===== config.mk =====
export PLATFORM = sky130hd
export DESIGN_NAME = mi3_det
export DESIGN_NICKNAME = d
export VERILOG_FILES = /design/src/design/mi3_pkg.sv /design/src/design/mi3_det.sv
export SDC_FILE = /design/constraint.sdc
export NUM_CORES = 2
export LEC_CHECK = 0
export BUFFER_PORTS_ARGS = -buffer_cell sky130_fd_sc_hd__buf_2
export CORE_MARGIN = 2
export CORE_UTILIZATION = 30
export CTS_CLUSTER_SIZE = 28
export DETAILED_ROUTE_END_ITERATION = 7
export HOLD_SLACK_MARGIN = 0.12
export PLACE_DENSITY = 0.42
export REMOVE_ABC_BUFFERS = 1
export SYNTH_ARGS = -nofsm -noshare
export SYNTH_HDL_FRONTEND = slang
export SYNTH_SLANG_ARGS = --single-unit

===== constraint.sdc =====
create_clock -name i_clk -period 8.2 [get_ports i_clk]
set_clock_uncertainty 0.1 [all_clocks]
set_input_delay 0.82 -clock i_clk [delete_from_list [all_inputs] [get_ports i_clk]]
set_output_delay 0.82 -clock i_clk [all_outputs]
set_load 0.005 [all_outputs]

===== src/design/mi3_pkg.sv =====
package mi3_pkg;

    localparam int IW   = 16;        // element width, Q4.12
    localparam int OW   = 32;        // inverse entry width, Q16.16
    localparam int PW   = 2 * IW;    // element product
    localparam int AW   = PW + 1;    // adjugate entry
    localparam int TW   = IW + AW;   // determinant term
    localparam int DW   = TW + 1;    // determinant
    localparam int FS   = 28;        // dividend scale shift
    localparam int RW   = OW + FS;   // dividend magnitude
    localparam int QB   = OW;        // top quotient bit, flags overflow
    localparam int NDIV = QB + 1;    // divider stages, one quotient bit each
    localparam int NE   = 9;

    // adjugate entries that take the negated sub-determinant
    localparam logic [NE-1:0] ADJ_NEG = 9'b010101010;

    localparam logic [OW-1:0] Q_MAX = {1'b0, {(OW-1){1'b1}}};
    localparam logic [OW-1:0] Q_MIN = {1'b1, {(OW-1){1'b0}}};

    typedef logic signed [IW-1:0] t_elem;
    typedef logic signed [PW-1:0] t_prod;
    typedef logic signed [AW-1:0] t_adj;
    typedef logic signed [TW-1:0] t_term;
    typedef logic signed [DW-1:0] t_det;
    typedef logic [RW-1:0]        t_rem;
    typedef logic [DW-1:0]        t_den;
    typedef logic [QB:0]          t_quo;

    typedef struct packed {
        t_elem m00;
        t_elem m01;
        t_elem m02;
        t_elem m10;
        t_elem m11;
        t_elem m12;
        t_elem m20;
        t_elem m21;
        t_elem m22;
    } t_in;

    typedef struct packed {
        logic signed [OW-1:0] inv00;
        logic signed [OW-1:0] inv01;
        logic signed [OW-1:0] inv02;
        logic signed [OW-1:0] inv10;
        logic signed [OW-1:0] inv11;
        logic signed [OW-1:0] inv12;
        logic signed [OW-1:0] inv20;
        logic signed [OW-1:0] inv21;
        logic signed [OW-1:0] inv22;
        logic                 singular;
        logic                 saturated;
    } t_out;

    typedef struct packed {
        t_rem rem;
        logic qbit;
    } t_step;

    // one restoring division step at quotient bit sh
    function automatic t_step div_step(input t_rem rem, input t_den den, input int sh);
        t_step s;
        s.qbit = ((rem >> sh) >= RW'(den));
        s.rem  = s.qbit ? (rem - (RW'(den) << sh)) : rem;
        return s;
    endfunction

endpackage


===== src/design/mi3_det.sv =====
module mi3_det (
    input  logic           i_clk,
    input  logic           i_rst_n,
    input  logic           i_en,
    input  logic           i_valid,
    input  mi3_pkg::t_adj  i_adj [mi3_pkg::NE],
    input  mi3_pkg::t_elem i_c0 [3],
    output logic           o_valid,
    output mi3_pkg::t_adj  o_adj [mi3_pkg::NE],
    output mi3_pkg::t_det  o_det
);

    mi3_pkg::t_term r_t [3];
    mi3_pkg::t_adj  r_adja [mi3_pkg::NE];
    mi3_pkg::t_adj  r_adjb [mi3_pkg::NE];
    mi3_pkg::t_det  r_det;
    logic           r_v1;
    logic           r_v2;

    // expansion along the first column
    always_ff @(posedge i_clk) begin
        if (i_en) begin
            for (int k = 0; k < 3; k++) begin
                r_t[k] <= mi3_pkg::TW'(i_c0[k]) * mi3_pkg::TW'(i_adj[k]);
            end
            r_adja <= i_adj;
            r_adjb <= r_adja;
            r_det  <= mi3_pkg::DW'(r_t[0]) + mi3_pkg::DW'(r_t[1]) + mi3_pkg::DW'(r_t[2]);
        end
    end

    always_ff @(posedge i_clk) begin
        if (!i_rst_n) begin
            r_v1 <= 1'b0;
            r_v2 <= 1'b0;
        end else if (i_en) begin
            r_v1 <= i_valid;
            r_v2 <= r_v1;
        end
    end

    assign o_valid = r_v2;
    assign o_adj   = r_adjb;
    assign o_det   = r_det;

endmodule


==> results.txt <==
Seq cells post-synth = 793
DR DRC count = 0
R2r startpoint = r_t[0][1]
Clock buffer count from CTS = 102
Hpwl dp = 197000 um
Synth warnings = 0
Core area = 271000 sq um
Layout net count = 10500
Most common cell after layout, fill and taps aside = inv_1
Area growth, synth to finish = 16.0%
Post-layout util = 35.0%
Share of the synthesized area in the top cell type = 37.9%
Setup crit start = i_c0[17]
Vias in the first global route = 59800
Post-Route WL = 247000 um
Total gr overflow = 0
Mapped cell area = 81900 sq um
Period utilization = 89.5%
Clk Latency, worst-skew pair = 0.83 ns
Layout cells sized above 1 = 11.5%
Mux cell area share after synthesis = 0.0366%
HP Start = i_adj[47]
Min-Delay Path Depth = 1
Initial DRC count = 2715
Main combinational cell family by area after synthesis = adder cells
DRT antenna net count = 0
Finish-stage setup viols = 0
Fill cells = 27400
Drt wl/cell = 20.8 um
Hold path endpoint = r_adja[47]
Met3 wire len = 10300 um
Die span in y = 527 um
Die area = 277000 sq um
Max Freq = 136 MHz
Register area share after synthesis = 29.0%
Unrepaired setup endpoints after global routing = false
Top Ports = 697
CP arrival = 7.74 ns
Clock Pin Slew Worst Setup and Hold Paths = 0.06 ns
Number of synthesized flops with an enable pin = 791
Met2 Wirelength = 124000 um
Syn avg cell area = 11.1 sq um
Routed length on met1 = 105000 um
Most frequent cells in the layout = inv_1, fa_1, nand2_1
Ys flop type = edfxtp_1
CP startpoint kind = primary input
Pre-antenna DRT Iters = 6
Design Area, Final = 95000 sq um
Setup WS pre-CTS = 0.169 ns
Top cell by count, worst path = fa_1
Global-route usage over all layers = 18.1%
Tmin final = 7.34 ns
Post-synthesis simple-gate area fraction = 11.3%
Worst path cell trace = buf_2 > buf_4 > nand2_1 > fa_1 > fa_1 > fa_1 > inv_1 > fa_1 > fa_1 > inv_1 > fa_1 > inv_1 > ha_1 > o21ai_1 > nor3_1 > o211ai_1 > a21oi_1 > o211ai_1 > buf_4 > o2bb2ai_1 > o41ai_1 > a21o_1 > a21oi_1 > xnor2_1
Leading post-synthesis cells by cell area = fa_1, edfxtp_1, inv_1
First-pass GRT wire length = 378000 um
Hold/Removal Path Class = in2reg
Largest net degree at the start of global routing = 146
Highest routed layer = met5
Clk Tree Root Cell = clkbuf_16
I/O Buffers = 696
CP endpoint kind = register
Worst slew margin = 36.4%
Placed Area = 89700 sq um
Synth area leader = fa_1
Cell Rows = 191
Post-CTS Setup Repair Bufs = 0
TNS Setup = 0 ns
CP max stage delay = 0.60 ns
Reg2reg setup slack = 3.09 ns
CTS HTree Levels = 3
Initial core utilization = 30.2%
R2R depth = 14
CP Data Required Time = 8.60 ns
CTS tree = built
Async set-reset flop share out of synthesis = 0%
CTS Sinks = 793
Slowest CP cell = o41ai_1
Final worst slack = 0.862 ns
Cells after Synth = 7415
Final hold vios = 0
Status = complete, no violations
Max-slew violation count = 0
Vias = 53600
Post-CTS sizing = 0
RR Endpoint = o_det[43]
Critical path class = in2reg
Routability cong. = 0.825
CTS Buffer Depth = 4
Worst-margin pin slew = 0.955 ns
Max-cap violations = 0
Distinct cells, synth = 75
Die width = 527 um
Antenna violations before repair = 16
Synth Area in Compound Gates = 4.29%
Xor and xnor area share after synthesis = 2.17%
Crit-path max FO = 21
Synth Area in Adders = 43.9%
Via density = 4.50
[synth_stat cells, types with 4 or more instances]
master	number
o31a_1	4
nor4_1	5
nand2b_1	36
a211o_1	6
o211ai_1	13
o41ai_1	4
a21boi_0	6
a31oi_1	16
nand2_1	944
nand3_1	32
clkbuf_1	263
and2_1	635
nor2_1	160
o21bai_1	31
a221o_1	4
a21boi_1	4
xor2_1	64
nand4_1	25
o221ai_1	4
a21oi_1	162
inv_1	1743
ha_1	396
fa_1	1550
and3_1	22
o21ai_0	61
nor2b_1	22
o21ai_1	22
a21o_1	100
or2_2	4
o21a_1	23
a211oi_1	15
edfxtp_1	791
nor3_1	27
xnor2_1	139
o31ai_1	4
a41oi_1	4
[stage by stage]
step | cells | hold slack (ns)
CTS | 11900 | 0.150
global placement | 11500 | 0.300
global route | 11900 | 0.152
finish | 11900 | 0.211
detailed placement | 11500 | 0.305
floorplan | 7150 | 0.300
[cell families (layout without fill, tap and decap cells)]
logic type | count (synthesis) | count (layout)
other | 0 | 10
multiplexers | 3 | 3
flip-flops | 793 | 793
buffers and inverters | 2008 | 2913
XOR/XNOR | 203 | 203
adder cells (fa/ha/maj) | 1946 | 1946
AND/OR/NAND/NOR | 1934 | 1934
AO/OA/AOI/OAI | 528 | 528
[critical path: cells and delay by family]
family	cells	cell delay, ns
XOR/XNOR	1	0.13
AND/OR/NAND/NOR	2	0.44
adder cells (fa/ha/maj)	7	3.31
AO/OA/AOI/OAI	8	1.95
buffers and inverters	6	1.05
[worst max-delay path by stage]
| stage | endpoint | slack, ns | cells past startpoint |
|---|---|---|---|
| 2_1_floorplan | r_t[0][94] | 1.44 | 21 |
| 3_3_place_gp | r_t[0][94] | 0.22 | 23 |
| 3_5_place_dp | r_t[0][95] | 0.17 | 24 |
| 4_1_cts | r_t[0][95] | 0.98 | 24 |
| 5_1_grt | r_t[0][95] | 0.51 | 24 |
| 6_report | r_t[0][95] | 0.86 | 24 |
[cell type report]
| cell class | instances | area (sq um) | area share (%) |
|---|---|---|---|
| multi-input cells | 4614 | 50600 | 53.3 |
| well taps | 3570 | 4470 | 4.70 |
| clock buffers | 120 | 2640 | 2.78 |
| clock inverters | 62 | 716 | 0.753 |
| flip-flops and latches | 793 | 23800 | 25.0 |
| repair buffers | 988 | 6250 | 6.57 |
| inverters | 1743 | 6540 | 6.88 |
| diodes | 10 | 25.0 | 0.0263 |
[repair_timing]
| action | in CTS | in global routing |
|---|---|---|
| hold buffers | 199 | 0 |
| hold endpoints to repair | 199 | 0 |
| setup endpoints to repair | 0 | 0 |
[registers in the layout (all words and copies together), names as in the netlist]
register	count
o_adj	297
o_det	50
o_valid	1
r_adja	297
r_t	147
r_v1	1
[layer usage]
metal / track usage, % / vias up
li1: - / 24100
met1: 23.0 / 28000
met2: 32.1 / 1259
met3: 2.12 / 241
met4: 5.25 / 4
met5: 0 / -
Power is not shown: default switching activity piles up to over one toggle a cycle in this logic, so the estimate is an artifact.
