==> config.mk <==
export PLATFORM = sky130hd
export DESIGN_NAME = mi3_out
export DESIGN_NICKNAME = d
export VERILOG_FILES = /design/src/design/mi3_pkg.sv /design/src/design/mi3_out.sv
export SDC_FILE = /design/constraint.sdc
export NUM_CORES = 1
export LEC_CHECK = 0
export BUFFER_PORTS_ARGS = -buffer_cell sky130_fd_sc_hd__buf_2
export CAP_MARGIN = 20
export CORE_AREA = 4 4 233 235
export CTS_CLUSTER_SIZE = 28
export DETAILED_ROUTE_END_ITERATION = 12
export DIE_AREA = 0 0 237 239
export GPL_ROUTABILITY_DRIVEN = 0
export PLACE_DENSITY = 0.69
export SLEW_MARGIN = 40
export SYNTH_ARGS = -nofsm -noshare
export SYNTH_HDL_FRONTEND = slang
export SYNTH_SLANG_ARGS = --single-unit
==> constraint.sdc <==
create_clock -name i_clk -period 4.05 [get_ports i_clk]
set_clock_uncertainty 0.15 [all_clocks]
set_input_delay 1.215 -clock i_clk [delete_from_list [all_inputs] [get_ports i_clk]]
set_output_delay 1.215 -clock i_clk [all_outputs]
set_load 0.01 [all_outputs]
==> src/design/mi3_pkg.sv <==
package mi3_pkg;

    localparam int IW   = 16;        // element width, Q4.12
    localparam int OW   = 32;        // inverse entry width, Q16.16
    localparam int PW   = 2 * IW;    // element product
    localparam int AW   = PW + 1;    // adjugate entry
    localparam int TW   = IW + AW;   // determinant term
    localparam int DW   = TW + 1;    // determinant
    localparam int FS   = 28;        // dividend scale shift
    localparam int RW   = OW + FS;   // dividend magnitude
    localparam int QB   = OW;        // top quotient bit, flags overflow
    localparam int NDIV = QB + 1;    // divider stages, one quotient bit each
    localparam int NE   = 9;

    // adjugate entries that take the negated sub-determinant
    localparam logic [NE-1:0] ADJ_NEG = 9'b010101010;

    localparam logic [OW-1:0] Q_MAX = {1'b0, {(OW-1){1'b1}}};
    localparam logic [OW-1:0] Q_MIN = {1'b1, {(OW-1){1'b0}}};

    typedef logic signed [IW-1:0] t_elem;
    typedef logic signed [PW-1:0] t_prod;
    typedef logic signed [AW-1:0] t_adj;
    typedef logic signed [TW-1:0] t_term;
    typedef logic signed [DW-1:0] t_det;
    typedef logic [RW-1:0]        t_rem;
    typedef logic [DW-1:0]        t_den;
    typedef logic [QB:0]          t_quo;

    typedef struct packed {
        t_elem m00;
        t_elem m01;
        t_elem m02;
        t_elem m10;
        t_elem m11;
        t_elem m12;
        t_elem m20;
        t_elem m21;
        t_elem m22;
    } t_in;

    typedef struct packed {
        logic signed [OW-1:0] inv00;
        logic signed [OW-1:0] inv01;
        logic signed [OW-1:0] inv02;
        logic signed [OW-1:0] inv10;
        logic signed [OW-1:0] inv11;
        logic signed [OW-1:0] inv12;
        logic signed [OW-1:0] inv20;
        logic signed [OW-1:0] inv21;
        logic signed [OW-1:0] inv22;
        logic                 singular;
        logic                 saturated;
    } t_out;

    typedef struct packed {
        t_rem rem;
        logic qbit;
    } t_step;

    // one restoring division step at quotient bit sh
    function automatic t_step div_step(input t_rem rem, input t_den den, input int sh);
        t_step s;
        s.qbit = ((rem >> sh) >= RW'(den));
        s.rem  = s.qbit ? (rem - (RW'(den) << sh)) : rem;
        return s;
    endfunction

endpackage

==> src/design/mi3_out.sv <==
module mi3_out (
    input  logic                   i_clk,
    input  logic                   i_rst_n,
    input  logic                   i_en,
    input  logic                   i_valid,
    input  mi3_pkg::t_quo          i_quo [mi3_pkg::NE],
    input  logic [mi3_pkg::NE-1:0] i_neg,
    input  logic                   i_sing,
    output logic                   o_valid,
    output mi3_pkg::t_out          o_data
);

    logic [mi3_pkg::OW-1:0] n_val [mi3_pkg::NE];
    logic [mi3_pkg::NE-1:0] n_sat;
    mi3_pkg::t_out          n_data;
    mi3_pkg::t_out          r_data;
    logic                   r_valid;

    always_comb begin
        for (int k = 0; k < mi3_pkg::NE; k++) begin
            if (i_neg[k]) begin
                // magnitude of exactly 2^31 still fits as the negative bound
                n_sat[k] = i_quo[k][mi3_pkg::QB]
                         | (i_quo[k][mi3_pkg::OW-1] & (|i_quo[k][mi3_pkg::OW-2:0]));
                n_val[k] = n_sat[k] ? mi3_pkg::Q_MIN : (-i_quo[k][mi3_pkg::OW-1:0]);
            end else begin
                n_sat[k] = i_quo[k][mi3_pkg::QB] | i_quo[k][mi3_pkg::OW-1];
                n_val[k] = n_sat[k] ? mi3_pkg::Q_MAX : i_quo[k][mi3_pkg::OW-1:0];
            end
            if (i_sing) begin
                n_val[k] = '0;
            end
        end
        n_data.inv00     = n_val[0];
        n_data.inv01     = n_val[1];
        n_data.inv02     = n_val[2];
        n_data.inv10     = n_val[3];
        n_data.inv11     = n_val[4];
        n_data.inv12     = n_val[5];
        n_data.inv20     = n_val[6];
        n_data.inv21     = n_val[7];
        n_data.inv22     = n_val[8];
        n_data.singular  = i_sing;
        n_data.saturated = !i_sing && (|n_sat);
    end

    always_ff @(posedge i_clk) begin
        if (i_en) begin
            r_data <= n_data;
        end
    end

    always_ff @(posedge i_clk) begin
        if (!i_rst_n) begin
            r_valid <= 1'b0;
        end else if (i_en) begin
            r_valid <= i_valid;
        end
    end

    assign o_valid = r_valid;
    assign o_data  = r_data;

endmodule

==> out/results.tsv <==
stage	metric	value	unit
routing	viasPerCell	6.11	
cts	path_clk_slew	0.05	ns
outcome	status	complete, no violations	
worst_setup_path	crit_path_end	o_data[0]	
routing	drtIter0Drc	2119	
yosys	synthFlopType	edfxtp_1	
worst_setup_path	crit_path_max_incr_delay	0.56	ns
timing	timing.final.crit_share	0.883	
global_route	grt.overflow.total	0	
cts	htreeDepth	2	
routing	ant_nets	0	
worst_setup_path	reg2reg_setup_slack	3.31	ns
placed_design	portBuffers	601	
yosys	synth_top_family_by_area	simple AND/OR/NAND/NOR gates	
worst_setup_path	critical-path-top-delay-family	simple AND/OR/NAND/NOR gates	
yosys	synthTopCellsByArea	edfxtp_1 45%, a31oi_1 5.5%, nor2_1 3.9%	
timing	final.min_clock_period	3.57	ns
die	num_rows	84	
cts	postCtsSetupBuffers	0	
yosys	syn_area	19500	um2
placed_design	place_hpwl	60000	um
cts	cts.sinks	291	
worst_hold_path	hold_class	reg2reg	
die	die_area	56600	um2
power_and_ir_drop	net-switching-power	2.48	mW
yosys	synth-simple-area-share	0.266	
worst_hold_path	hold_path_depth	2	
global_route	grt_pass1_vias	20000	
yosys	syn_avg_cell_area	8.92	um2
yosys	synthArstFlopShare	0	
yosys	ys_types	80	
yosys	synth_most_common_cell	edfxtp_1	
yosys	synth_fp_nets	2511	
die	start_util	0.374	
yosys	yosysTopAreaCellShare	0.446	
power_and_ir_drop	combPwrFrac	0.197	
yosys	syn_inst	2191	
worst_setup_path	r2r-start	o_valid	
die	design.core.area	52200	um2
worst_setup_path	path_common_cell	or3_1	
yosys	synth_xor_area_frac	0.0184	
power_and_ir_drop	p_clk_frac	0.371	
die	die_h	239	um
die	io_pins	602	
cts	cts_resized	0	
routing	vias	21700	
cts	cts_tree	built	
yosys	ys_seq_elements	291	
timing	rsz0062_at_grt	no	
yosys	muxShareOfSynthArea	0.00205	
die	die_w	237	um
worst_setup_path	required	4.15	ns
worst_setup_path	path_depth	9	
cts	cts_buffer_depth	3	
worst_setup_path	critPathMaxFanout	4	
yosys	yosysSeqAreaShare	0.447	
timing	setup_tns	0	ns
cts	cts_buffers	36	
routing	wirelength	79500	um
power_and_ir_drop	p_int	6.10	mW
cts	cts_hold_buf	0	
timing	fmax	0.280	GHz
global_route	grt_usage	0.261	
worst_setup_path	crit_start	i_quo[33]	
yosys	synthTopCellsByCount	290 x edfxtp_1, 205 x nor2_1, 171 x a31oi_1	
worst_setup_path	cp-end-kind	register	
routing	drc	0	
yosys	synth_edf_count	290	
worst_setup_path	worstSetupStartpointType	input pin	
worst_setup_path	path_cells	buf_2 > inv_1 > ha_1 > or4b_1 > or4_4 > or3_1 > or3_1 > a31oi_1 > a41oi_1	
layout	fill_cells	4981	
power_and_ir_drop	vdd_drop_max	0.000335	V
worst_setup_path	crit_arrival	3.68	ns
routing	wl_per_cell	22.4	um
worst_setup_path	critPathBufInv	2	
power_and_ir_drop	pwr-share-seq	0.432	
global_route	grt_max_degree	82	
timing	timing.final.hold_violations	0	
worst_setup_path	rr_worst_depth	2	
layout	layout.nets	3138	
power_and_ir_drop	p_leak	9.11	nW
layout	final_layout_size_suffix_gt1_frac	0.294	
worst_setup_path	critPathSlowestCell	or4_4	
timing	slew-limit-headroom	0.451	
power_and_ir_drop	p_per_area	341	nW/um2
timing	worst_pin_slew	0.818	ns
cts	clk_latency	0.54	ns
timing	setup_viol	0	
routing	drt_pass1_iterations	6	
timing	drv_slew	0	
yosys	ys_warn_count	0	
global_route	antenna_found_initial	36	
yosys	synth_top_area_cell	edfxtp_1	
yosys	synth_compound_gate_area_share	0.223	
global_route	grt_pass1_wl	118000	um
cts	root_buffer	clkbuf_16	
power_and_ir_drop	switching_share	0.289	
layout	area.growth.synth_to_final	28.6	%
run	drv_cap	0	
power_and_ir_drop	p_total	8.58	mW
worst_setup_path	crit_type	in2reg	
yosys	yosys.area_share.adder	0.00576	
worst_setup_path	r2r-end	o_valid	
==> how the worst min path moves through the flow <==
| stage | start | to | slack (ns) |
|---|---|---|---|
| after floorplan | o_valid | o_valid | 0.39 |
| after CTS | o_valid | o_valid | 0.38 |
| final | o_valid | o_valid | 0.37 |
| after detailed placement | o_valid | o_valid | 0.36 |
| after global placement | o_valid | o_valid | 0.34 |
| after global routing | o_valid | o_valid | 0.42 |
==> layout make-up <==
cell class                 instances  area [um2]  area share
clock inverter                    16         155     0.00618
tap                              688         861      0.0343
multi-input combinational       1705       10100       0.401
clock buffer                      48         967      0.0385
antenna                           21        52.6     0.00209
sequential                       291        8730       0.347
inverter                          53         199     0.00792
timing repair buffer             731        4080       0.162
==> layer usage <==
layer  global-route usage  part of all wire
met1                0.317              0.37
met2                0.433              0.48
met3               0.0836              0.11
met4                0.103             0.043
met5                    0            0.0020
==> layout by cell type (no fill, tap or decap), drive strengths merged, types with 10 or more instances in the layout <==
master / instances
inv: 51
buf: 730
or4: 37
diode: 21
a211oi: 45
and4: 11
and3: 11
nand4b: 12
clkinv: 14
o21bai: 23
a21boi: 12
clkbuf: 49
or2: 21
nand2: 152
a21oi: 141
nand4: 34
nor2b: 10
nor2: 208
nor4: 73
nand2b: 22
edfxtp: 290
xnor2: 33
o21ai: 150
a31oi: 171
a211o: 11
nand3: 61
nand3b: 15
o31ai: 29
o41ai: 17
nor4b: 12
or3: 122
nor3: 125
a221oi: 10
or3b: 21
==> power by group through the flow <==
stage	Combinational [mW]	Clock, mW	Sequential (mW)
finish	1.69	3.18	3.71
global route	1.82	3.36	3.73
CTS	1.67	3.24	3.71
detailed placement	1.66	0	3.77
global placement	1.64	0	3.76
floorplan	0.599	0	3.90
==> worst reg2reg max path, delay by kind of cell, from the launching register on <==
| kind | cells | cell delay (ns) |
|---|---|---|
| DFF | 1 | 0.30 |
| muxes | 1 | 0.12 |
| and+or+nand+nor | 1 | 0.06 |
==> registers in the layout (all words and copies together) (netlist names) <==
register	cells
o_data	290
o_valid	1
==> through the flow <==
step                worst slack, ns  instance area, um2  std cells  hold slack [ns]   util
floorplan                     0.199               19500       2191            0.388      -
detailed placement          -0.0638               23900       3468            0.360  0.458
global placement            -0.0656               23900       3468            0.343  0.458
global route                  0.310               25100       3544            0.417  0.481
CTS                           0.516               25100       3532            0.379  0.480
finish                        0.475               25100       3553            0.370  0.481
==> cell families (layout without fill, tap and decap cells) <==
kind of cell | count (synthesis) | count (layout)
buffers and inverters | 195 | 848
flip-flops | 291 | 291
other | 0 | 21
AO/OA/AOI/OAI | 684 | 684
AND/OR/NAND/NOR | 967 | 967
multiplexers | 4 | 4
XOR/XNOR | 41 | 41
adder cells (fa/ha/maj) | 9 | 9
No activity file was read; power rests on OpenSTA's default activity.
